### config.mk
export PLATFORM = sky130hd
export DESIGN_NAME = rmrv_cordic_cell
export DESIGN_NICKNAME = d
export VERILOG_FILES = /design/src/rtl/rmrv_pkg.sv /design/src/rtl/rmrv_cordic_cell.sv
export SDC_FILE = /design/constraint.sdc
export NUM_CORES = 1
export LEC_CHECK = 0
export ABC_AREA = 1
export BUFFER_PORTS_ARGS = -buffer_cell sky130_fd_sc_hd__clkbuf_2
export CAP_MARGIN = 30
export CORE_ASPECT_RATIO = 0.6
export CORE_MARGIN = 1
export CORE_UTILIZATION = 30
export DETAILED_ROUTE_END_ITERATION = 12
export PLACE_DENSITY = 0.6
export SETUP_SLACK_MARGIN = 0.15
export SLEW_MARGIN = 0
export SYNTH_ARGS = -nofsm -noshare
export SYNTH_HDL_FRONTEND = slang
export SYNTH_SLANG_ARGS = --single-unit
### constraint.sdc
create_clock -name clk -period 4.2 [get_ports clk]
set_input_delay 0.84 -clock clk [delete_from_list [all_inputs] [get_ports clk]]
set_output_delay 0.84 -clock clk [all_outputs]
set_load 0.02 [all_outputs]
### src/rtl/rmrv_pkg.sv
// ----------------------------------------------------------------------------
// rmrv_pkg
// Shared types, codes and constant tables for the rotation vector pipeline.
// ----------------------------------------------------------------------------
`default_nettype none

package rmrv_pkg;

  localparam int DEF_CORDIC_STAGES = 16;
  localparam int DEF_FRAC_BITS     = 14;
  localparam int ATAN_LEN          = 24;

  localparam int TOL_W   = 15;
  localparam int EPS_W   = 11;
  localparam int CFG_IDX_W  = 4;
  localparam int CFG_DATA_W = 16;

  localparam logic [CFG_IDX_W-1:0] REG_DET_TOL   = 4'd0;
  localparam logic [CFG_IDX_W-1:0] REG_ANGLE_EPS = 4'd1;

  localparam logic [1:0] STATUS_OK  = 2'd0;
  localparam logic [1:0] STATUS_DET = 2'd1;
  localparam logic [1:0] STATUS_PI  = 2'd2;

  // atan(2^-i) in Q30
  localparam longint ATAN_Q30 [ATAN_LEN] = '{
    843314857, 497837829, 263043837, 133525159, 67021687, 33543516,
    16775851, 8388437, 4194283, 2097149, 1048576, 524288,
    262144, 131072, 65536, 32768, 16384, 8192,
    4096, 2048, 1024, 512, 256, 128
  };
  localparam longint HALF_PI_Q30 = 1686629713;

  typedef enum logic [1:0] {
    MODE_DIV,
    MODE_ZERO,
    MODE_SAT,
    MODE_FAIL
  } rmrv_mode_t;

  // control group that walks down the pipeline with each transaction
  typedef struct packed {
    logic              valid;
    logic              fail;
    logic              zs;
    logic              cpos;
    rmrv_mode_t        mode;
    logic signed [16:0] dx;
    logic signed [16:0] dy;
    logic signed [16:0] dz;
  } rmrv_ctl_t;

  function automatic longint q30_to_f(longint v, int frac_bits);
    q30_to_f = (v + (64'sd1 <<< (29 - frac_bits))) >>> (30 - frac_bits);
  endfunction

  function automatic longint atan_f(int idx, int frac_bits);
    atan_f = q30_to_f(ATAN_Q30[idx], frac_bits);
  endfunction

  function automatic longint half_pi_f(int frac_bits);
    half_pi_f = q30_to_f(HALF_PI_Q30, frac_bits);
  endfunction

  function automatic longint pi_q13(int frac_bits);
    longint p;
    p = 2 * half_pi_f(frac_bits);
    if (frac_bits > 13) begin
      pi_q13 = (p + (64'sd1 <<< (frac_bits - 14))) >>> (frac_bits - 13);
    end else begin
      pi_q13 = p <<< (13 - frac_bits);
    end
  endfunction

endpackage

`default_nettype wire

### src/rtl/rmrv_cordic_cell.sv
// ----------------------------------------------------------------------------
// rmrv_cordic_cell
// One vectoring CORDIC micro-rotation with its fixed shift and angle.
// ----------------------------------------------------------------------------
`default_nettype none

module rmrv_cordic_cell import rmrv_pkg::*; #(
  parameter int FRAC_BITS = DEF_FRAC_BITS,
  parameter int SHIFT     = 0
) (
  input  wire logic                      clk,
  input  wire logic                      rst_n,
  input  wire logic                      en,
  input  wire rmrv_ctl_t                 ctl_i,
  input  wire logic signed [FRAC_BITS+3:0] x_i,
  input  wire logic signed [FRAC_BITS+3:0] y_i,
  input  wire logic signed [FRAC_BITS+3:0] z_i,
  input  wire logic [FRAC_BITS:0]        sf_i,
  output rmrv_ctl_t                      ctl_o,
  output logic signed [FRAC_BITS+3:0]    x_o,
  output logic signed [FRAC_BITS+3:0]    y_o,
  output logic signed [FRAC_BITS+3:0]    z_o,
  output logic [FRAC_BITS:0]             sf_o
);

  localparam int XW = FRAC_BITS + 4;
  localparam logic signed [XW-1:0] ANG = XW'(atan_f(SHIFT, FRAC_BITS));

  rmrv_ctl_t             ctl_r;
  logic signed [XW-1:0]  x_r, y_r, z_r;
  logic [FRAC_BITS:0]    sf_r;
  logic signed [XW-1:0]  xs, ys;

  assign xs = x_i >>> SHIFT;
  assign ys = y_i >>> SHIFT;

  always_ff @(posedge clk) begin
    if (!rst_n) begin
      ctl_r.valid <= 1'b0;
    end else if (en) begin
      ctl_r <= ctl_i;
    end
    if (en) begin
      // drive y toward zero, accumulate the angle in z
      if (!y_i[XW-1]) begin
        x_r <= x_i + ys;
        y_r <= y_i - xs;
        z_r <= z_i + ANG;
      end else begin
        x_r <= x_i - ys;
        y_r <= y_i + xs;
        z_r <= z_i - ANG;
      end
      sf_r <= sf_i;
    end
  end

  assign ctl_o = ctl_r;
  assign x_o   = x_r;
  assign y_o   = y_r;
  assign z_o   = z_r;
  assign sf_o  = sf_r;

endmodule

`default_nettype wire

==> impl_results.md <==
- Max_slew headroom: about 39%
- Root Driver: clkbuf_16
- P_sw: roughly 1.3 mW
- Die area: 27,000 um2
- Average wire per standard cell: approximately 16 um
- Clock transition at path regs: around 60 ps
- Period utilization: between 60 and 70%
- CTS buffer count: 17
- Hold Path Stages: 2
- Skew final: 0 ps
- Largest net degree at the start of global routing: 71
- Top_reg_cell synth: edfxtp_1
- Peak supply drop: approximately 0.00021 V
- Initial Util: between 30% and 40%
- Switching part of the total: a little under a third
- Initial antenna violation count: 0
- Vias in the first global route: 6,245
- Ant diodes: 0
- Worst Setup SP: y_i[17]
- Site Rows: 45
- Post-synthesis net count: 1,072
- RSZ-0062 raised after global routing: no
- CP arrival: approximately 2800 ps
- Measured slew at the worst slew-check pin: 919 ps
- Routed Antenna Nets: 0
- Avg Vias per Cell: 4.63
- Int Power: between 2 and 3 mW
- GRT Total Usage: 17.2%
- # DRC: 0
- P per Cell Area: around 400 nW/um2
- Iter 0 DRT Violations: around 620
- Crit Path Class: input port to flip-flop
- Number of detailed-route iterations in the first pass: 6
- Worst r2r src: ctl_o[56]
- Crit path launch type: input port
- Clock Latency Late Sink: 400 ps
- Reg power frac: between 30% and 40%
- Critical Path End Type: flip-flop
- Core footprint: about 26,000 um2
- Die Span Y: about 130 um
- Net total in the final layout: 1,327
- Synth cell types: approximately 40
- # IOs: around 260
- Min Clock Period, post-route: around 2600 ps
- Endpoints failing hold: 0
- Clk sinks: approximately 130
- Class of the worst hold path: flip-flop to flip-flop
- P_leak: slightly below 5 nW
- Total of max-cap violations: 0
- Area Overhead vs Synth: 27.9%
- First-pass GRT wire length: about 35 mm
- Layout cells sized above 1: 28.3%
- Synthesized netlist cell count: a little under 900
- #FFs+latches synth: ~130
- Final setup fails: 0
- Sequential fraction of the synthesis area: around 47%
- Post-CTS sizing: 0
- Commonest cells after routing, fill and taps aside: clkbuf_2 (253), nand2_1 (197), edfxtp_1 (124)
- Max-slew violations: 0
- Routed Wire Length: between 20 and 25 mm
- Avg Inst Size Synth: roughly 9.1 um2
- Commonest non-fill, non-tap cell in the layout: clkbuf_2
- Outcome: complete, no violations
- Routability congestion estimate: just over 0.9
- DP Wirelength: around 19 mm
- Overflow after GRT: 0
- Async SR Flop Fraction: 0%
- H-tree depth: 4
- CTS tree: yes
- Setup repair bufs after CTS: 0
- Hold buffer count at cts: 0
- EDFF count, synth: between 100 and 150
- DR vias: ~7k
- F_max: between 300 and 400 MHz
- Clk buf depth: 2
- Combinational Power Share: between 20% and 30%
- PortBufs: 254
- Post-Syn Area: between 7000 and 8000 um2
- DIE WIDTH: between 200 and 250 um
- Fill count: between 2k and 3k
- CP required: 4350 ps
- Final TNS setup: 0 ps
- Critical-path maximum fanout: 43
- Yosys warning count: 0
- Reg2reg path depth: 2
- Clock share of power: 37.1%
- Total Power: ~4 mW
- Beginning of the worst hold path: ctl_o[56]
synth_stat cells, drive strengths merged, types with 4 or more instances:
master  instances  area, um2
xnor2           4       35.0
o22ai           6       37.5
fa              4       80.1
inv           125        469
nor3            9       50.1
a21o            6       45.0
nor2           61        239
nand4           4       25.0
o21ai          44        231
a21oi          57        308
ha             68        851
edfxtp        124       3720
xor2           19        166
o21bai         13       97.6
nand3          82        410
nand2         207        812
buf            21        150
routing by layer:
metal	GRT usage [%]	vias to the layer above	wire (um)
met2	25.3	328	9710
met4	3.24	0	90
li1	-	3414	-
met5	0	-	0
met1	25.2	3149	11400
met3	4.62	6	2160
worst max-delay path, stage by stage:
cell      delay, ps
clkbuf_2        130
buf_4           440
ha_1            390
a21oi_1         200
o21ai_0         150
a21oi_1         290
inv_1            70
nand2_1          70
nand2_1          60
xor2_1          140
path summary, 6_finish.rpt:
| check | end | slack [ps] |
|---|---|---|
| hold reg to reg | ctl_o[56] | 580 |
| hold / removal | ctl_o[56] | 580 |
| setup reg to reg | ctl_o[56] | 3500 |
| setup / recovery | z_o[16] | 1570 |
layout make-up:
type	instances	area [um2]	share of cell area, %
Multi-Input combinational cell	598	3510	34.9
Tap cell	352	440	4.37
Inverter	126	473	4.69
Clock inverter	15	183	1.81
Timing Repair Buffer	258	1300	12.9
Clock buffer	17	425	4.22
Sequential cell	125	3740	37.1
power by group through the flow:
stage	clock [mW]	sequential (mW)	combinational, mW
after global routing	1.60	1.58	1.10
after global placement	0	1.60	0.994
final	1.52	1.57	1.00
after CTS	1.56	1.57	0.999
after detailed placement	0	1.60	0.996
after floorplan	0	1.75	0.480
flip-flops by register name, summed over array words and instances, names as in the netlist:
register  count
ctl_o        57
z_o          18
x_o          18
sf_o         15
y_o          17
metrics by stage:
step	cells	cell area (um2)	setup WS (ps)	util (%)	hold WS, ps
5_1_grt	1491	10100	1430	39.4	577
6_report	1491	10100	1570	39.4	576
3_5_place_dp	1459	9470	1190	37.1	567
3_3_place_gp	1459	9470	1210	37.1	533
4_1_cts	1491	10100	1620	39.4	581
2_1_floorplan	871	7880	1470	-	606
kinds of logic after synthesis:
logic type | count (synthesis) | share of synthesized area (%)
AOI/OAI and AO/OA | 131 | 9.70
xor gates and xnor gates | 23 | 2.56
adders and majority gates | 72 | 11.8
buffers and inverters | 148 | 7.95
DFF | 125 | 47.5
and+or+nand+nor | 372 | 20.5
No activity file was read; power rests on OpenSTA's default activity.
