<file path="config.mk">
export PLATFORM = sky130hd
export DESIGN_NAME = rmrv_sqrt_cell
export DESIGN_NICKNAME = d
export VERILOG_FILES = /design/src/rtl/rmrv_pkg.sv /design/src/rtl/rmrv_sqrt_cell.sv
export SDC_FILE = /design/constraint.sdc
export NUM_CORES = 1
export LEC_CHECK = 0
export ABC_AREA = 1
export CAP_MARGIN = 40
export CORE_UTILIZATION = 58
export CTS_CLUSTER_SIZE = 14
export DETAILED_ROUTE_END_ITERATION = 16
export DONT_BUFFER_PORTS = 1
export PLACE_DENSITY = 0.74
export SYNTH_ARGS = -nofsm -noshare
export SYNTH_HDL_FRONTEND = slang
export SYNTH_SLANG_ARGS = --single-unit
</file>
<file path="constraint.sdc">
create_clock -name clk -period 2.49 [get_ports clk]
set_clock_uncertainty 0.15 [all_clocks]
set_input_delay 0.249 -clock clk [delete_from_list [all_inputs] [get_ports clk]]
set_output_delay 0.249 -clock clk [all_outputs]
set_load 0.01 [all_outputs]
</file>
<file path="src/rtl/rmrv_pkg.sv">
// ----------------------------------------------------------------------------
// rmrv_pkg
// Shared types, codes and constant tables for the rotation vector pipeline.
// ----------------------------------------------------------------------------
`default_nettype none

package rmrv_pkg;

  localparam int DEF_CORDIC_STAGES = 16;
  localparam int DEF_FRAC_BITS     = 14;
  localparam int ATAN_LEN          = 24;

  localparam int TOL_W   = 15;
  localparam int EPS_W   = 11;
  localparam int CFG_IDX_W  = 4;
  localparam int CFG_DATA_W = 16;

  localparam logic [CFG_IDX_W-1:0] REG_DET_TOL   = 4'd0;
  localparam logic [CFG_IDX_W-1:0] REG_ANGLE_EPS = 4'd1;

  localparam logic [1:0] STATUS_OK  = 2'd0;
  localparam logic [1:0] STATUS_DET = 2'd1;
  localparam logic [1:0] STATUS_PI  = 2'd2;

  // atan(2^-i) in Q30
  localparam longint ATAN_Q30 [ATAN_LEN] = '{
    843314857, 497837829, 263043837, 133525159, 67021687, 33543516,
    16775851, 8388437, 4194283, 2097149, 1048576, 524288,
    262144, 131072, 65536, 32768, 16384, 8192,
    4096, 2048, 1024, 512, 256, 128
  };
  localparam longint HALF_PI_Q30 = 1686629713;

  typedef enum logic [1:0] {
    MODE_DIV,
    MODE_ZERO,
    MODE_SAT,
    MODE_FAIL
  } rmrv_mode_t;

  // control group that walks down the pipeline with each transaction
  typedef struct packed {
    logic              valid;
    logic              fail;
    logic              zs;
    logic              cpos;
    rmrv_mode_t        mode;
    logic signed [16:0] dx;
    logic signed [16:0] dy;
    logic signed [16:0] dz;
  } rmrv_ctl_t;

  function automatic longint q30_to_f(longint v, int frac_bits);
    q30_to_f = (v + (64'sd1 <<< (29 - frac_bits))) >>> (30 - frac_bits);
  endfunction

  function automatic longint atan_f(int idx, int frac_bits);
    atan_f = q30_to_f(ATAN_Q30[idx], frac_bits);
  endfunction

  function automatic longint half_pi_f(int frac_bits);
    half_pi_f = q30_to_f(HALF_PI_Q30, frac_bits);
  endfunction

  function automatic longint pi_q13(int frac_bits);
    longint p;
    p = 2 * half_pi_f(frac_bits);
    if (frac_bits > 13) begin
      pi_q13 = (p + (64'sd1 <<< (frac_bits - 14))) >>> (frac_bits - 13);
    end else begin
      pi_q13 = p <<< (13 - frac_bits);
    end
  endfunction

endpackage

`default_nettype wire

</file>
<file path="src/rtl/rmrv_sqrt_cell.sv">
// ----------------------------------------------------------------------------
// rmrv_sqrt_cell
// One result bit of the digit-by-digit integer square root.
// ----------------------------------------------------------------------------
`default_nettype none

module rmrv_sqrt_cell import rmrv_pkg::*; #(
  parameter int FRAC_BITS = DEF_FRAC_BITS,
  parameter int BIT_POS   = 0
) (
  input  wire logic                      clk,
  input  wire logic                      rst_n,
  input  wire logic                      en,
  input  wire rmrv_ctl_t                 ctl_i,
  input  wire logic [2*FRAC_BITS:0]      rem_i,
  input  wire logic [FRAC_BITS:0]        root_i,
  input  wire logic signed [FRAC_BITS+1:0] cf_i,
  output rmrv_ctl_t                      ctl_o,
  output logic [2*FRAC_BITS:0]           rem_o,
  output logic [FRAC_BITS:0]             root_o,
  output logic signed [FRAC_BITS+1:0]    cf_o
);

  localparam int RW = 2*FRAC_BITS + 1;
  localparam int SW = FRAC_BITS + 1;
  localparam int TW = 2*FRAC_BITS + 3;

  rmrv_ctl_t               ctl_r;
  logic [RW-1:0]           rem_r;
  logic [SW-1:0]           root_r;
  logic signed [SW:0]      cf_r;
  logic [TW-1:0]           trial;
  logic                    take;

  // try setting this bit: (r + 2^b)^2 - r^2 = r*2^(b+1) + 2^(2b)
  assign trial = (TW'(root_i) << (BIT_POS + 1)) + (TW'(1) << (2*BIT_POS));
  assign take  = TW'(rem_i) >= trial;

  always_ff @(posedge clk) begin
    if (!rst_n) begin
      ctl_r.valid <= 1'b0;
    end else if (en) begin
      ctl_r <= ctl_i;
    end
    if (en) begin
      rem_r  <= take ? rem_i - RW'(trial) : rem_i;
      root_r <= take ? (root_i | (SW'(1) << BIT_POS)) : root_i;
      cf_r   <= cf_i;
    end
  end

  assign ctl_o  = ctl_r;
  assign rem_o  = rem_r;
  assign root_o = root_r;
  assign cf_o   = cf_r;

endmodule

`default_nettype wire

</file>
==> results.sh <==
export IMPL_status="completed"
export IMPL_area_delta_synth_final_pct=34.7
export IMPL_pre_cts_ws_ns=0.264
export IMPL_coreArea_um2=9330
export IMPL_yosysSeqAreaShare=0.622
export IMPL_fmax_ghz=0.443
export IMPL_synth_warnings=0
export IMPL_grt_usage=0.359
export IMPL_p_leak_nw=3.38
export IMPL_irDropWorstVdd_v=0.000560
export IMPL_crit_required_ns=2.61
export IMPL_dieArea_um2=10100
export IMPL_nNetsFinal=851
export IMPL_tns_ns=0
export IMPL_period_minus_slack_ns=2.26
export IMPL_hold_path_class="primary input to register"
export IMPL_rr_endpoint="ctl_o[56]"
export IMPL_r2r_start="ctl_o[56]"
export IMPL_yosys_top_cells_count="206 x nand2_1, 116 x edfxtp_1, 106 x inv_1"
export IMPL_whs_path_depth=6
export IMPL_tightestPinTransition_ns=0.616
export IMPL_synth_area_top_cells="edfxtp_1 62%, nand2_1 14%, inv_1 7.1%, ha_1 3.6%, nand3_1 2.9%"
export IMPL_grt_overflow_total=0
export IMPL_final_hold_viol_count=0
export IMPL_ys_types=29
export IMPL_htree_num_levels=4
export IMPL_setup_violations=0
export IMPL_arrival_ns=2.38
export IMPL_multi_input_area_um2=1680
export IMPL_grt_antenna_before_repair=0
export IMPL_syn_area_um2=5640
export IMPL_rsz0062_at_grt="false"
export IMPL_die_width_um=101
export IMPL_hpwl_um=9990
export IMPL_cts_buffers=17
export IMPL_clk_latency_ns=0.51
export IMPL_min_to="rem_o[21]"
export IMPL_antenna_left=0
export IMPL_synth_top_cell_area_share=0.618
export IMPL_start_util=0.604
export IMPL_cts_setup_buffers=0
export IMPL_drtIter0Drc=452
export IMPL_cts_buffer_depth=2
export IMPL_r2r_cells=3
export IMPL_drcViolationCount=0
export IMPL_hold_start="rem_i[19]"
export IMPL_slew_violations=0
export IMPL_grt_max_degree=63
export IMPL_drv_cap=0
export IMPL_clock_sinks=117
export IMPL_worstSetupStartpointType="primary input"
export IMPL_cts_tree="yes"
export IMPL_ios=237
export IMPL_syn_instance_count=575
export IMPL_worst_slack_ns=0.230
export IMPL_rrSetupSlack_ns=1.01
export IMPL_grt_pass1_vias=4826
export IMPL_rows=35
export IMPL_worstSetupPathType="primary input to register"
export IMPL_p_per_area_nw_per_um2=749
export IMPL_synth_edf_count=116
export IMPL_synth_top_cell_by_area="edfxtp_1"
export IMPL_postSynthAreaPerCell_um2=9.80
export IMPL_crit_fanout=13
export IMPL_clk_pin_slew_ns=0.06
export IMPL_vias=4740
export IMPL_ys_ff_latch=117
export IMPL_layout_drive_gt1_share=0.0784
export IMPL_period_share=0.907
export IMPL_synthArstFlopShare=0
export IMPL_gp_congestion=1.01
export IMPL_fin_cells=856
export IMPL_fillers=515
export IMPL_syn_nets=712
export IMPL_cts_root_buf="clkbuf_8"
export IMPL_firstDrtPassIters=7
export IMPL_routedWlPerCell_um=20.5
export IMPL_grt_pass1_wl_um=26400
export IMPL_finalInstanceArea_um2=7590
export IMPL_crit_path_end_kind="register"
export IMPL_yosys_cell_count_top_type="nand2_1"
export IMPL_numPortBuffers=0
export IMPL_vias_per_cell=5.54
export IMPL_regArea_um2=3500
export IMPL_postPlaceCellArea_um2=5780
export IMPL_max_slew_margin_rel=0.589
export IMPL_drt_total_wl_um=17600
export IMPL_synth_ff_type="edfxtp_1"
export IMPL_antennaDiodeCount=0
export IMPL_die_y_um=101
export IMPL_dp_cells=704
area by class of cell:
cell class / count / area share
well taps: 129 / 0.0213
flip-flops and latches: 117 / 0.462
clock buffers: 17 / 0.0546
repair buffers: 124 / 0.165
multi-input cells: 347 / 0.221
inverters: 107 / 0.0532
clock inverters: 15 / 0.0237
layout by cell type, fill, tap and decap left out, types with 2 or more instances in the layout:
master         count
nand2_2            5
a21oi_2            9
buf_4              4
clkinv_2           3
nand2b_1           2
o21ai_0            2
nand4_1            3
inv_1            105
bufinv_16          3
dlygate4sd3_1    119
nor3_1             5
inv_6              3
ha_1              16
xor2_1            10
nand2_1          206
clkinvlp_4         3
edfxtp_1         116
clkbuf_16         16
clkinv_4           3
a21oi_1            8
nor2_1            38
nand3_1           33
worst max path at each step:
stage / slack, ns / endpoint / startpoint
floorplan: 0.55 / ctl_o[0] / rst_n
global placement: 0.31 / root_o[0] / root_i[6]
detailed placement: 0.26 / root_o[0] / root_i[6]
CTS: 0.31 / root_o[0] / root_i[0]
global route: 0.14 / rem_o[10] / root_i[0]
finish: 0.23 / rem_o[15] / root_i[0]
stage by stage:
step,total power [mW],hold WS (ns),util
2_1_floorplan,2.85,0.192,-
3_3_place_gp,2.98,0.198,0.619
3_5_place_dp,2.98,0.198,0.619
4_1_cts,5.58,0.0117,0.814
5_1_grt,5.84,0.0457,0.814
6_report,5.69,0.0276,0.814
worst max-delay path, cell delays in order:
cell and delay [ns]:
dlygate4sd3_1 0.54, inv_1 0.07, ha_1 0.31, ha_1 0.19, nand2_1 0.09, nor2_1 0.05
and2_1 0.16, a21oi_2 0.17, nand2_4 0.13, buf_4 0.23, nand2_1 0.11, nand2_1 0.07
power by group:
part	internal, mW	switching (mW)	leakage, nW
Combinational	0.269	0.368	1.97
Sequential	2.37	0.168	1.12
Clock	1.53	0.975	0.285
sequential cells by signal, indices dropped and copies added (netlist names):
| name | flops |
|---|---|
| cf_o | 16 |
| ctl_o | 57 |
| rem_o | 29 |
| root_o | 15 |
logic make-up (layout without fill, tap and decap cells):
kind of cell	after synthesis	after routing	share of synthesized area
flops	117	117	0.622
compound gates	20	20	0.0238
xor+xnor	11	11	0.0171
buf+inv	111	263	0.0806
fa+ha+maj	17	17	0.0391
simple gates	299	299	0.218
metal layers:
metal	track usage	wire length [um]	up-vias
li1	-	-	2124
met1	0.393	6170	2188
met2	0.641	9080	350
met3	0.0929	1500	78
met4	0.188	808	0
met5	0	0	-
what timing repair did:
item	CTS	global route
hold endpoints to repair	177	0
hold buffers	120	0
resized for setup	0	0
No activity file was read; power rests on OpenSTA's default activity.
