`src/rtl/rmrv_pkg.sv`:
```
// ----------------------------------------------------------------------------
// rmrv_pkg
// Shared types, codes and constant tables for the rotation vector pipeline.
// ----------------------------------------------------------------------------
`default_nettype none

package rmrv_pkg;

  localparam int DEF_CORDIC_STAGES = 16;
  localparam int DEF_FRAC_BITS     = 14;
  localparam int ATAN_LEN          = 24;

  localparam int TOL_W   = 15;
  localparam int EPS_W   = 11;
  localparam int CFG_IDX_W  = 4;
  localparam int CFG_DATA_W = 16;

  localparam logic [CFG_IDX_W-1:0] REG_DET_TOL   = 4'd0;
  localparam logic [CFG_IDX_W-1:0] REG_ANGLE_EPS = 4'd1;

  localparam logic [1:0] STATUS_OK  = 2'd0;
  localparam logic [1:0] STATUS_DET = 2'd1;
  localparam logic [1:0] STATUS_PI  = 2'd2;

  // atan(2^-i) in Q30
  localparam longint ATAN_Q30 [ATAN_LEN] = '{
    843314857, 497837829, 263043837, 133525159, 67021687, 33543516,
    16775851, 8388437, 4194283, 2097149, 1048576, 524288,
    262144, 131072, 65536, 32768, 16384, 8192,
    4096, 2048, 1024, 512, 256, 128
  };
  localparam longint HALF_PI_Q30 = 1686629713;

  typedef enum logic [1:0] {
    MODE_DIV,
    MODE_ZERO,
    MODE_SAT,
    MODE_FAIL
  } rmrv_mode_t;

  // control group that walks down the pipeline with each transaction
  typedef struct packed {
    logic              valid;
    logic              fail;
    logic              zs;
    logic              cpos;
    rmrv_mode_t        mode;
    logic signed [16:0] dx;
    logic signed [16:0] dy;
    logic signed [16:0] dz;
  } rmrv_ctl_t;

  function automatic longint q30_to_f(longint v, int frac_bits);
    q30_to_f = (v + (64'sd1 <<< (29 - frac_bits))) >>> (30 - frac_bits);
  endfunction

  function automatic longint atan_f(int idx, int frac_bits);
    atan_f = q30_to_f(ATAN_Q30[idx], frac_bits);
  endfunction

  function automatic longint half_pi_f(int frac_bits);
    half_pi_f = q30_to_f(HALF_PI_Q30, frac_bits);
  endfunction

  function automatic longint pi_q13(int frac_bits);
    longint p;
    p = 2 * half_pi_f(frac_bits);
    if (frac_bits > 13) begin
      pi_q13 = (p + (64'sd1 <<< (frac_bits - 14))) >>> (frac_bits - 13);
    end else begin
      pi_q13 = p <<< (13 - frac_bits);
    end
  endfunction

endpackage

`default_nettype wire

```
`src/rtl/rmrv_div_cell.sv`:
```
// ----------------------------------------------------------------------------
// rmrv_div_cell
// One quotient bit of restoring division for all three axis lanes.
// ----------------------------------------------------------------------------
`default_nettype none

module rmrv_div_cell import rmrv_pkg::*; #(
  parameter int FRAC_BITS = DEF_FRAC_BITS,
  parameter int BIT_POS   = 0
) (
  input  wire logic                           clk,
  input  wire logic                           rst_n,
  input  wire logic                           en,
  input  wire rmrv_ctl_t                      ctl_i,
  input  wire logic [2:0][FRAC_BITS+34:0]     rem_i,
  input  wire logic [2:0][15:0]               q_i,
  input  wire logic [FRAC_BITS+15:0]          den_i,
  output rmrv_ctl_t                           ctl_o,
  output logic [2:0][FRAC_BITS+34:0]          rem_o,
  output logic [2:0][15:0]                    q_o,
  output logic [FRAC_BITS+15:0]               den_o
);

  localparam int NW = FRAC_BITS + 35;

  rmrv_ctl_t              ctl_r;
  logic [2:0][NW-1:0]     rem_r;
  logic [2:0][15:0]       q_r;
  logic [FRAC_BITS+15:0]  den_r;
  logic [NW-1:0]          dsh;

  assign dsh = NW'(den_i) << BIT_POS;

  always_ff @(posedge clk) begin
    if (!rst_n) begin
      ctl_r.valid <= 1'b0;
    end else if (en) begin
      ctl_r <= ctl_i;
    end
    if (en) begin
      for (int k = 0; k < 3; k++) begin
        if (rem_i[k] >= dsh) begin
          rem_r[k] <= rem_i[k] - dsh;
          q_r[k]   <= q_i[k] | (16'd1 << BIT_POS);
        end else begin
          rem_r[k] <= rem_i[k];
          q_r[k]   <= q_i[k];
        end
      end
      den_r <= den_i;
    end
  end

  assign ctl_o = ctl_r;
  assign rem_o = rem_r;
  assign q_o   = q_r;
  assign den_o = den_r;

endmodule

`default_nettype wire
```
`config.mk`:
```
export PLATFORM = sky130hd
export DESIGN_NAME = rmrv_div_cell
export DESIGN_NICKNAME = d
export VERILOG_FILES = /design/src/rtl/rmrv_pkg.sv /design/src/rtl/rmrv_div_cell.sv
export SDC_FILE = /design/constraint.sdc
export NUM_CORES = 1
export LEC_CHECK = 0
export ABC_CLOCK_PERIOD_IN_PS = 3300
export BUFFER_PORTS_ARGS = -buffer_cell sky130_fd_sc_hd__buf_2
export CAP_MARGIN = 20
export CORE_AREA = 3 3 221 223
export DETAILED_ROUTE_END_ITERATION = 8
export DIE_AREA = 0 0 224 226
export PLACE_DENSITY = 0.62
export SYNTH_ARGS = -nofsm -noshare
export SYNTH_HDL_FRONTEND = slang
export SYNTH_SLANG_ARGS = --single-unit
```
`constraint.sdc`:
```
create_clock -name clk -period 3.3 [get_ports clk]
set_clock_uncertainty 0.2 [all_clocks]
set_input_delay 0.165 -clock clk [delete_from_list [all_inputs] [get_ports clk]]
set_output_delay 0.165 -clock clk [all_outputs]
set_load 0.05 [all_outputs]
```
==> results of run 1 <==
-- worst paths after layout --
kind / from / endpoint / slack, ps / cells after the start
max reg2reg: ctl_o[56] / ctl_o[56] / 1950 / 3
min: den_i[1] / rem_o[99] / 80 / 3
min reg2reg: ctl_o[56] / ctl_o[56] / 850 / 3
max: rem_i[90] / rem_o[57] / 30 / 11
-- where the power goes --
| part | internal [mW] | leakage (nW) | total (mW) | switching (mW) |
|---|---|---|---|---|
| logic | 1.37 | 7.71 | 4.04 | 2.67 |
| registers | 4.42 | 2.74 | 4.54 | 0.120 |
| clock network | 2.26 | 0.539 | 3.83 | 1.58 |
-- registers in the layout, indices dropped and copies added, names as in the netlist --
register / count
rem_o: 147
ctl_o: 57
q_o: 48
den_o: 30
-- cell type report --
cell class | count | area (sq um) | share of cell area, %
Antenna cell | 11 | 27.5 | 0.109
Clock buffer | 43 | 927 | 3.66
Clock inverter | 20 | 209 | 0.824
Inverter | 62 | 244 | 0.962
Multi-Input combinational cell | 1083 | 7260 | 28.6
Sequential cell | 282 | 8460 | 33.4
Tap cell | 607 | 759 | 3.00
Timing Repair Buffer | 1077 | 7470 | 29.5
-- cells in the mapped netlist (all sizes together), types with 21 or more instances --
cell type | number | area share [%]
edfxtp | 281 | 53
nand2 | 164 | 3.8
a21oi | 117 | 3.7
o21ai | 117 | 3.7
nor2 | 95 | 2.2
ha | 90 | 7.0
xnor2 | 71 | 3.9
inv | 62 | 1.5
xor2 | 60 | 3.3
a21o | 42 | 2.0
clkbuf | 40 | 0.94
nor3 | 24 | 0.78
nor4 | 23 | 1.0
nand2b | 21 | 0.82
nand4 | 21 | 0.82
-- logic make-up (layout without fill, tap and decap cells) --
logic type,count (synthesis),in the layout,synth area share [%]
AND/OR/NAND/NOR,461,461,14.3
AO/OA/AOI/OAI,389,389,14.9
flip-flops,282,282,52.8
XOR/XNOR,131,131,7.17
buffers and inverters,114,1202,2.85
adder cells (fa/ha/maj),93,93,7.41
multiplexers,9,9,0.602
other,0,11,0
-- what timing repair did --
item | 4_1_cts | 5_1_grt
endpoints found under the hold margin | 332 | 0
setup endpoints to repair | 0 | 102
resized for setup | 0 | 53
setup buffers | 0 | 6
hold buffers | 286 | 0
-- worst max-delay path: cells and delay by family --
kind / cells / cell delay (ps)
muxes: 1 / 330
buffers and inverters: 4 / 960
and+or+nand+nor: 6 / 1890
-- layout by cell type, fill, tap and decap left out, types with 8 or more instances in the layout --
cell / synthesis / routed
nand2_1: 164 / 164
and3_1: 13 / 13
nor3_1: 23 / 22
nor2_1: 95 / 93
nor4_1: 21 / 17
xnor2_1: 71 / 71
o31ai_1: 8 / 8
o21a_1: 15 / 14
o211ai_1: 10 / 10
xor2_1: 60 / 60
nand4_1: 21 / 21
dlygate4sd3_1: 0 / 286
or3_1: 16 / 14
a31oi_1: 13 / 12
a21oi_1: 117 / 113
nor2b_1: 16 / 16
inv_1: 62 / 59
or4_1: 12 / 10
diode_2: 0 / 11
o21bai_1: 14 / 14
clkbuf_16: 0 / 36
buf_4: 1 / 214
nand3_1: 20 / 19
edfxtp_1: 281 / 281
o21ai_0: 117 / 110
a21o_1: 42 / 42
nand2b_1: 21 / 21
ha_1: 90 / 87
buf_2: 7 / 566
-- per-layer routing --
metal | vias up | part of all wire [%]
met5 | - | 0.084
met4 | 8 | 5.4
met3 | 163 | 6.9
met2 | 655 | 50
met1 | 7653 | 38
li1 | 7649 | -
==> flow_summary.ini, run 1 <==
[clock_network]
insertion_delay_ps = 530
cts_tree = built
path_clk_slew_ps = 50
cts_sinks = 282
numCtsBuffers = 35
root_buffer = clkbuf_16
htree_levels = 2
cts_buffer_depth = 3

[worst_setup_path]
crit_arrival_ps = 3340
worstSetupEndpointType = flip-flop
path_class = in -> reg
crit_path_start_kind = input port
cp_max_fo = 6
cp_common_cell = or4_4
required_ps = 3370
critPathSlowestCell = or4_4
cp_cell_sequence = dlygate4sd3_1, buf_2, or4_4, or3_4, nor3_4, nand2b_1, or4_4, nor3b_4, buf_6, buf_8, mux2_1
slowest_delay_ps = 550

[synth]
ys.warnings.count = 0
synthArstFlopShare_pct = 0
synth_cell_types = 67
ys_ff_latch = 282
syn_area_sq_um = 16000
syn_inst = 1479
synthFlopType = edfxtp_1
syn_area_per_cell_sq_um = 10.8
syn_nets = 1857
ys_seq_area_share_pct = 52.8
synth_edf_count = 281

[global_routing]
antenna_found_initial = 14
grt.busiest_layer = met2
grt_max_degree = 121
met1_usage_pct = 28.4
grt_pass1_wl_mm = 96.6
use_met2_pct = 44.4
met3_usage_pct = 5.58
grt_remaining_overflow = 0
gr-usage-all-layers_pct = 25.0
grt_pass1_vias = 16700

[drt]
first_iter_violations = 914
antenna_left = 0
vias_per_cell = 5.06
routed_wirelength_mm = 65.8
wl_per_cell_um = 20.7
first_pass_iters = 5
vias = 16100
drc = 0

[sta]
period_minus_slack_ps = 3270
min_period_over_period_pct = 99.1
fmax_mhz = 306
whs_ps = 79.4
setup_ws_ps = 28.1
tns_ps = 0
setup_viol = 0
maxSlewHeadroom_pct = 46.7
grt_setup_unrepaired = yes
hold_viol = 0
worst_slew_pin_slew_ps = 800
maxSlewViolCount = 0

[place]
gp_congestion = 0.931
dp_cells = 2818
hpwl_mm = 50.1
placed_cell_area_sq_um = 21100
port_buffers = 566
pre_cts_ws_ps = -220

[power]
power_density_nw_per_um2 = 490
p_leak_nw = 11.0
power_mw = 12.4
ir_worst_vdd_mv = 0.354

[floorplanning]
row_count = 79
dieArea_sq_um = 50600
fp.dieH_um = 226
coreArea_sq_um = 46800
start_util_pct = 34.2
die_x_um = 224
ios = 567

[layout]
final_cells = 3185
drive_above_1_share_pct = 34.8
num-fill-cells = 4104
syn2layout_area_growth_pct = 58.4
final_nets = 2919
post-route-util_pct = 54.2
stdcell_area_sq_um = 25400

[run_status]
status = finished clean

[hold_path]
hp-class = in -> reg

[run]
maxCapViolCount = 0
(Power assumes the default switching activity.)
==> run 2: changes to the inputs <==
Settings changed: CORE_AREA 3 3 221 223 to 2 2 220 222, DIE_AREA 0 0 224 226 to 0 0 222 224, PLACE_DENSITY 0.62 to not set, PLACE_DENSITY_LB_ADDON set to 0.3.
==> run 2 against run 1 <==
Against the previous run: non-clock buffer count increased by 34; wire length is 0.69% lower; first-iteration DRC count fell by 5.8%; combinational power is 2% higher; sequential power is essentially flat; clock power barely moved; critical endpoint is now rem_o[146]; largest cell class unchanged; highest routed layer unchanged.
==> flow_summary.ini, run 2 (same netlist as run 1, synthesis figures left out) <==
[run_status]
status = finished clean

[floorplanning]
coreArea_sq_um = 47300
row_count = 80
start_util_pct = 33.8
dieArea_sq_um = 49700
ios = 567
fp.dieH_um = 224
die_x_um = 222

[clock_network]
cts_sinks = 282
htree_levels = 2
insertion_delay_ps = 550
cts_tree = built
path_clk_slew_ps = 60
cts_buffer_depth = 3
numCtsBuffers = 36
root_buffer = clkbuf_16

[sta]
worst_slew_pin_slew_ps = 1010
hold_viol = 0
setup_viol = 0
fmax_mhz = 304
maxSlewHeadroom_pct = 32.9
tns_ps = 0
period_minus_slack_ps = 3280
maxSlewViolCount = 0
grt_setup_unrepaired = yes
min_period_over_period_pct = 99.5

[global_routing]
grt_max_degree = 150
grt_pass1_vias = 16400
gr-usage-all-layers_pct = 25.2
use_met2_pct = 45.5
grt.busiest_layer = met2
grt_pass1_wl_mm = 95.0
antenna_found_initial = 15
met3_usage_pct = 6.14
grt_remaining_overflow = 0
met1_usage_pct = 28.1

[place]
port_buffers = 566
gp_congestion = 0.914
hpwl_mm = 49.7

[layout]
layout_commonest_cell = buf_2
final_nets = 2954
syn2layout_area_growth_pct = 60.8
num-fill-cells = 4147
final_cell_mix = buf_2 (563), dlygate4sd3_1 (285), edfxtp_1 (281)
largest_reg_flops = 147
drive_above_1_share_pct = 36.0

[worst_setup_path]
worstSetupEndpointType = flip-flop
required_ps = 3400
slowest_delay_ps = 570
reg2regPathDepth = 3
crit_path_start_kind = input port
crit_arrival_ps = 3380
critPathSlowestCell = or4_4
path_class = in -> reg
r2r_start = ctl_o[56]
cp_common_cell = and4_1
cp_max_fo = 6
r2r_end = ctl_o[56]
cp_cell_sequence = dlygate4sd3_1, buf_2, inv_1, buf_4, ha_1, and3_1, and4_1, nand4_1, and4_1, o21a_2, or4_4, nor4_4, xor2_1
rrSetupSlack_ps = 1860

[hold_path]
hold_depth = 4
hold_end = rem_o[131]
worstHoldStart = rem_i[130]
hp-class = in -> reg

[drt]
vias = 16100
wl_per_cell_um = 20.3
antenna_left = 0
first_pass_iters = 5
routed_wirelength_mm = 65.4
first_iter_violations = 861
vias_per_cell = 5.00
drc = 0

[power]
power_mw = 12.5
ir_worst_vdd_mv = 0.445
power_density_nw_per_um2 = 486
p_leak_nw = 11.2

[run]
maxCapViolCount = 0
run 2: changes by cell type in the layout (fill, tap and decap cells not counted), sizes merged:
cell          previous run  this run
dlygate4sd3            286       285
dlymetal6s4s             0         2
diode                   11        12
clkbuf                  43        44
clkinvlp                 7         4
inv                     61        63
clkinv                  11        12
buf                    791       824
run 2: where the power goes:
part	switching, mW	leakage (nW)	internal (mW)
clock	1.56	0.554	2.29
combinational	2.69	7.94	1.42
sequential	0.128	2.74	4.42
run 2: repair_timing:
| action | in CTS | in global routing |
|---|---|---|
| pin swaps | 0 | 15 |
| resized for setup | 1 | 64 |
| hold buffers | 285 | 2 |
| endpoints found under the setup margin | 3 | 114 |
| endpoints found under the hold margin | 298 | 2 |
| buffers inserted | 0 | 11 |
| gates cloned | 0 | 1 |
run 2: worst max path at each step:
stage / from / endpoint / slack [ps]
finish: den_i[17] / rem_o[146] / 20
global route: den_i[13] / rem_o[146] / -70
CTS: rem_i[51] / rem_o[84] / 8
detailed placement: den_i[9] / rem_o[146] / -710
global placement: den_i[9] / rem_o[146] / -650
floorplan: rem_i[98] / rem_o[142] / 110
run 2: stage by stage:
step	cells	hold WS (ps)	cell area, sq um	utilization [%]	setup WS (ps)
2_1_floorplan	1479	63.9	16000	-	109
3_3_place_gp	2857	142	21300	45.1	-651
3_5_place_dp	2857	143	21300	45.1	-708
4_1_cts	3206	10.7	25300	53.5	7.59
5_1_grt	3228	61.4	25700	54.4	-72.2
6_report	3229	32.9	25700	54.4	15.1
run 2: layout make-up:
type / instances / area (sq um) / area share [%]
Sequential cell: 282 / 8460 / 32.9
Timing Repair Buffer: 1111 / 7780 / 30.2
Multi-Input combinational cell: 1083 / 7330 / 28.5
Clock buffer: 44 / 952 / 3.70
Tap cell: 615 / 769 / 2.99
Inverter: 62 / 240 / 0.933
Clock inverter: 20 / 188 / 0.729
Antenna cell: 12 / 30.0 / 0.117
run 2: per-layer routing:
| metal | wire length [um] | part of all wire, % | vias to the layer above |
|---|---|---|---|
| li1 | - | - | 7709 |
| met1 | 25000 | 38 | 7625 |
| met2 | 33500 | 51 | 655 |
| met3 | 4280 | 6.5 | 141 |
| met4 | 2520 | 3.9 | 6 |
| met5 | 38 | 0.058 | - |
run 2: worst max-delay path, delay by kind of cell:
family                     cells  cell delay [ps]
and+or+nand+nor                6             1690
adders and majority gates      1              390
xor gates and xnor gates       1               90
AOI/OAI and AO/OA              1              140
buffers and inverters          4              880
==> run 3: changes to the inputs <==
Settings changed: ABC_CLOCK_PERIOD_IN_PS 3300 to 3500, CELL_PAD_IN_SITES_DETAIL_PLACEMENT set to 1, CELL_PAD_IN_SITES_GLOBAL_PLACEMENT set to 2, CORE_AREA 2 2 220 222 to not set, CORE_MARGIN set to 1, CORE_UTILIZATION set to 31, CTS_CLUSTER_SIZE set to 16, DIE_AREA 0 0 222 224 to not set.
Clock period 3.3 ns to 3.5 ns, I/O delays scaled along.
==> run 3 against run 2 <==
Against the previous run: non-clock buffer count shrank 108; critical path type unchanged; core utilization shrank 5.6 points; clock power shrank 7.5%; flip-flop and latch count is the same; design area shrank 4.1%; global-route usage grew 0.89 points; final cell count shrank 1.7%; first-iteration DRC count shrank 29%; setup slack gained 79 ps.
==> flow_summary.ini, run 3 (same netlist as run 1, synthesis figures left out) <==
[sta]
whs_ps = 17.9
maxSlewHeadroom_pct = 35.6
fmax_mhz = 294
hold_viol = 0
period_minus_slack_ps = 3410
min_period_over_period_pct = 97.3
worst_slew_pin_slew_ps = 966
setup_viol = 0
maxSlewViolCount = 0

[layout]
largest_reg_flops = 147
final_cell_mix = buf_2 (565), dlygate4sd3_1 (284), edfxtp_1 (281)
syn2layout_area_growth_pct = 54.2
final_cells = 3174
final_nets = 2846
drive_above_1_share_pct = 32.1
layout_commonest_cell = buf_2

[place]
gp_congestion = 0.874
port_buffers = 566
hpwl_mm = 52.3
dp_cells = 2817

[floorplanning]
fp.dieH_um = 229
coreArea_sq_um = 50600
die_x_um = 229
row_count = 82
dieArea_sq_um = 52600
start_util_pct = 31.6
ios = 567

[clock_network]
cts_buffer_depth = 3
root_buffer = clkbuf_16
htree_levels = 2
path_clk_slew_ps = 50
cts_tree = built
cts_sinks = 282
numCtsBuffers = 36
insertion_delay_ps = 540

[hold_path]
worstHoldStart = den_i[0]
hp-class = in -> reg

[power]
power_density_nw_per_um2 = 469
ir_worst_vdd_mv = 0.266
p_leak_nw = 10.6

[drt]
vias_per_cell = 4.96
first_iter_violations = 615
wl_per_cell_um = 22.1
vias = 15700
drc = 0
first_pass_iters = 4
antenna_left = 0
routed_wirelength_mm = 70.2

[global_routing]
grt_remaining_overflow = 0
gr-usage-all-layers_pct = 26.1
grt_pass1_wl_mm = 104
grt_max_degree = 86
antenna_found_initial = 11
grt_pass1_vias = 17100

[worst_setup_path]
required_ps = 3570
cp_cell_sequence = dlygate4sd3_1, buf_2, or4_1, or3_4, nor3_4, nand2b_1, or4_4, nor3b_4, buf_6, buf_4, nor3b_1, xor2_1
r2r_start = ctl_o[56]
critPathLaunch = rem_i[91]
crit_arrival_ps = 3470
critPathSlowestCell = or4_1
crit_path_start_kind = input port
cp_max_fo = 11
worstSetupEndpointType = flip-flop
path_class = in -> reg
slowest_delay_ps = 580

[run_status]
status = finished clean

[run]
maxCapViolCount = 0
-- run 3: cell types whose count changed in the layout (fill, tap and decap cells not counted), moves of 3 or more --
cell | before | now
nand2_1 | 161 | 164
o21ai_0 | 112 | 116
diode_2 | 12 | 9
inv_1 | 58 | 61
o21ai_1 | 5 | 1
nand2_2 | 3 | 0
buf_12 | 7 | 2
or4_1 | 8 | 12
nor4_1 | 15 | 19
clkbuf_1 | 7 | 10
ha_4 | 3 | 0
buf_4 | 248 | 149
or4_4 | 6 | 2
-- run 3: worst max-delay path, delay by kind of cell --
family	cells	cell delay, ps
AND/OR/NAND/NOR	7	2140
XOR/XNOR	1	140
buffers and inverters	4	1030
-- run 3: layout make-up --
class	instances	area, sq um
sequential	282	8460
antenna	9	22.5
timing repair buffer	1003	6870
inverter	62	236
tap	672	841
fill	5735	25900
clock buffer	47	963
multi-input combinational	1083	7170
clock inverter	16	114
-- run 3: path summary, 6_finish.rpt --
check	endpoint	slack, ps	cells past startpoint
worst max-delay path	rem_o[80]	90	12
worst min-delay path	rem_o[98]	20	3
worst max register to register	ctl_o[56]	2150	3
worst min register to register	ctl_o[56]	870	3
-- run 3: routing by layer --
layer	track usage [%]	part of all wire, %
met5	0	0.013
met2	49.1	53
met1	29.1	39
met4	8.92	3.3
met3	4.69	4.7
-- run 3: repair_timing --
item,4_1_cts,5_1_grt
hold buffers,284,0
buffers inserted,0,1
setup endpoints to repair,0,72
hold endpoints to repair,292,0
resized for setup,0,22
-- run 3: where the power goes --
| group | total (mW) | internal [mW] | switching [mW] |
|---|---|---|---|
| Combinational | 3.74 | 1.21 | 2.53 |
| Sequential | 4.27 | 4.16 | 0.110 |
| Clock | 3.56 | 2.02 | 1.54 |
| Total | 11.6 | 7.39 | 4.18 |
-- run 3: through the flow --
step                utilization (%)  setup TNS (ps)  worst slack, ps  power (mW)  area [sq um]
global placement               40.8            -920             -165        7.74         20600
detailed placement             40.8           -3210             -312        7.78         20600
global route                   48.8           -16.5            -15.1        12.0         24700
floorplan                         -               0              299        6.54         16000
finish                         48.8               0             93.9        11.6         24700
CTS                            48.6               0             6.14        11.6         24600
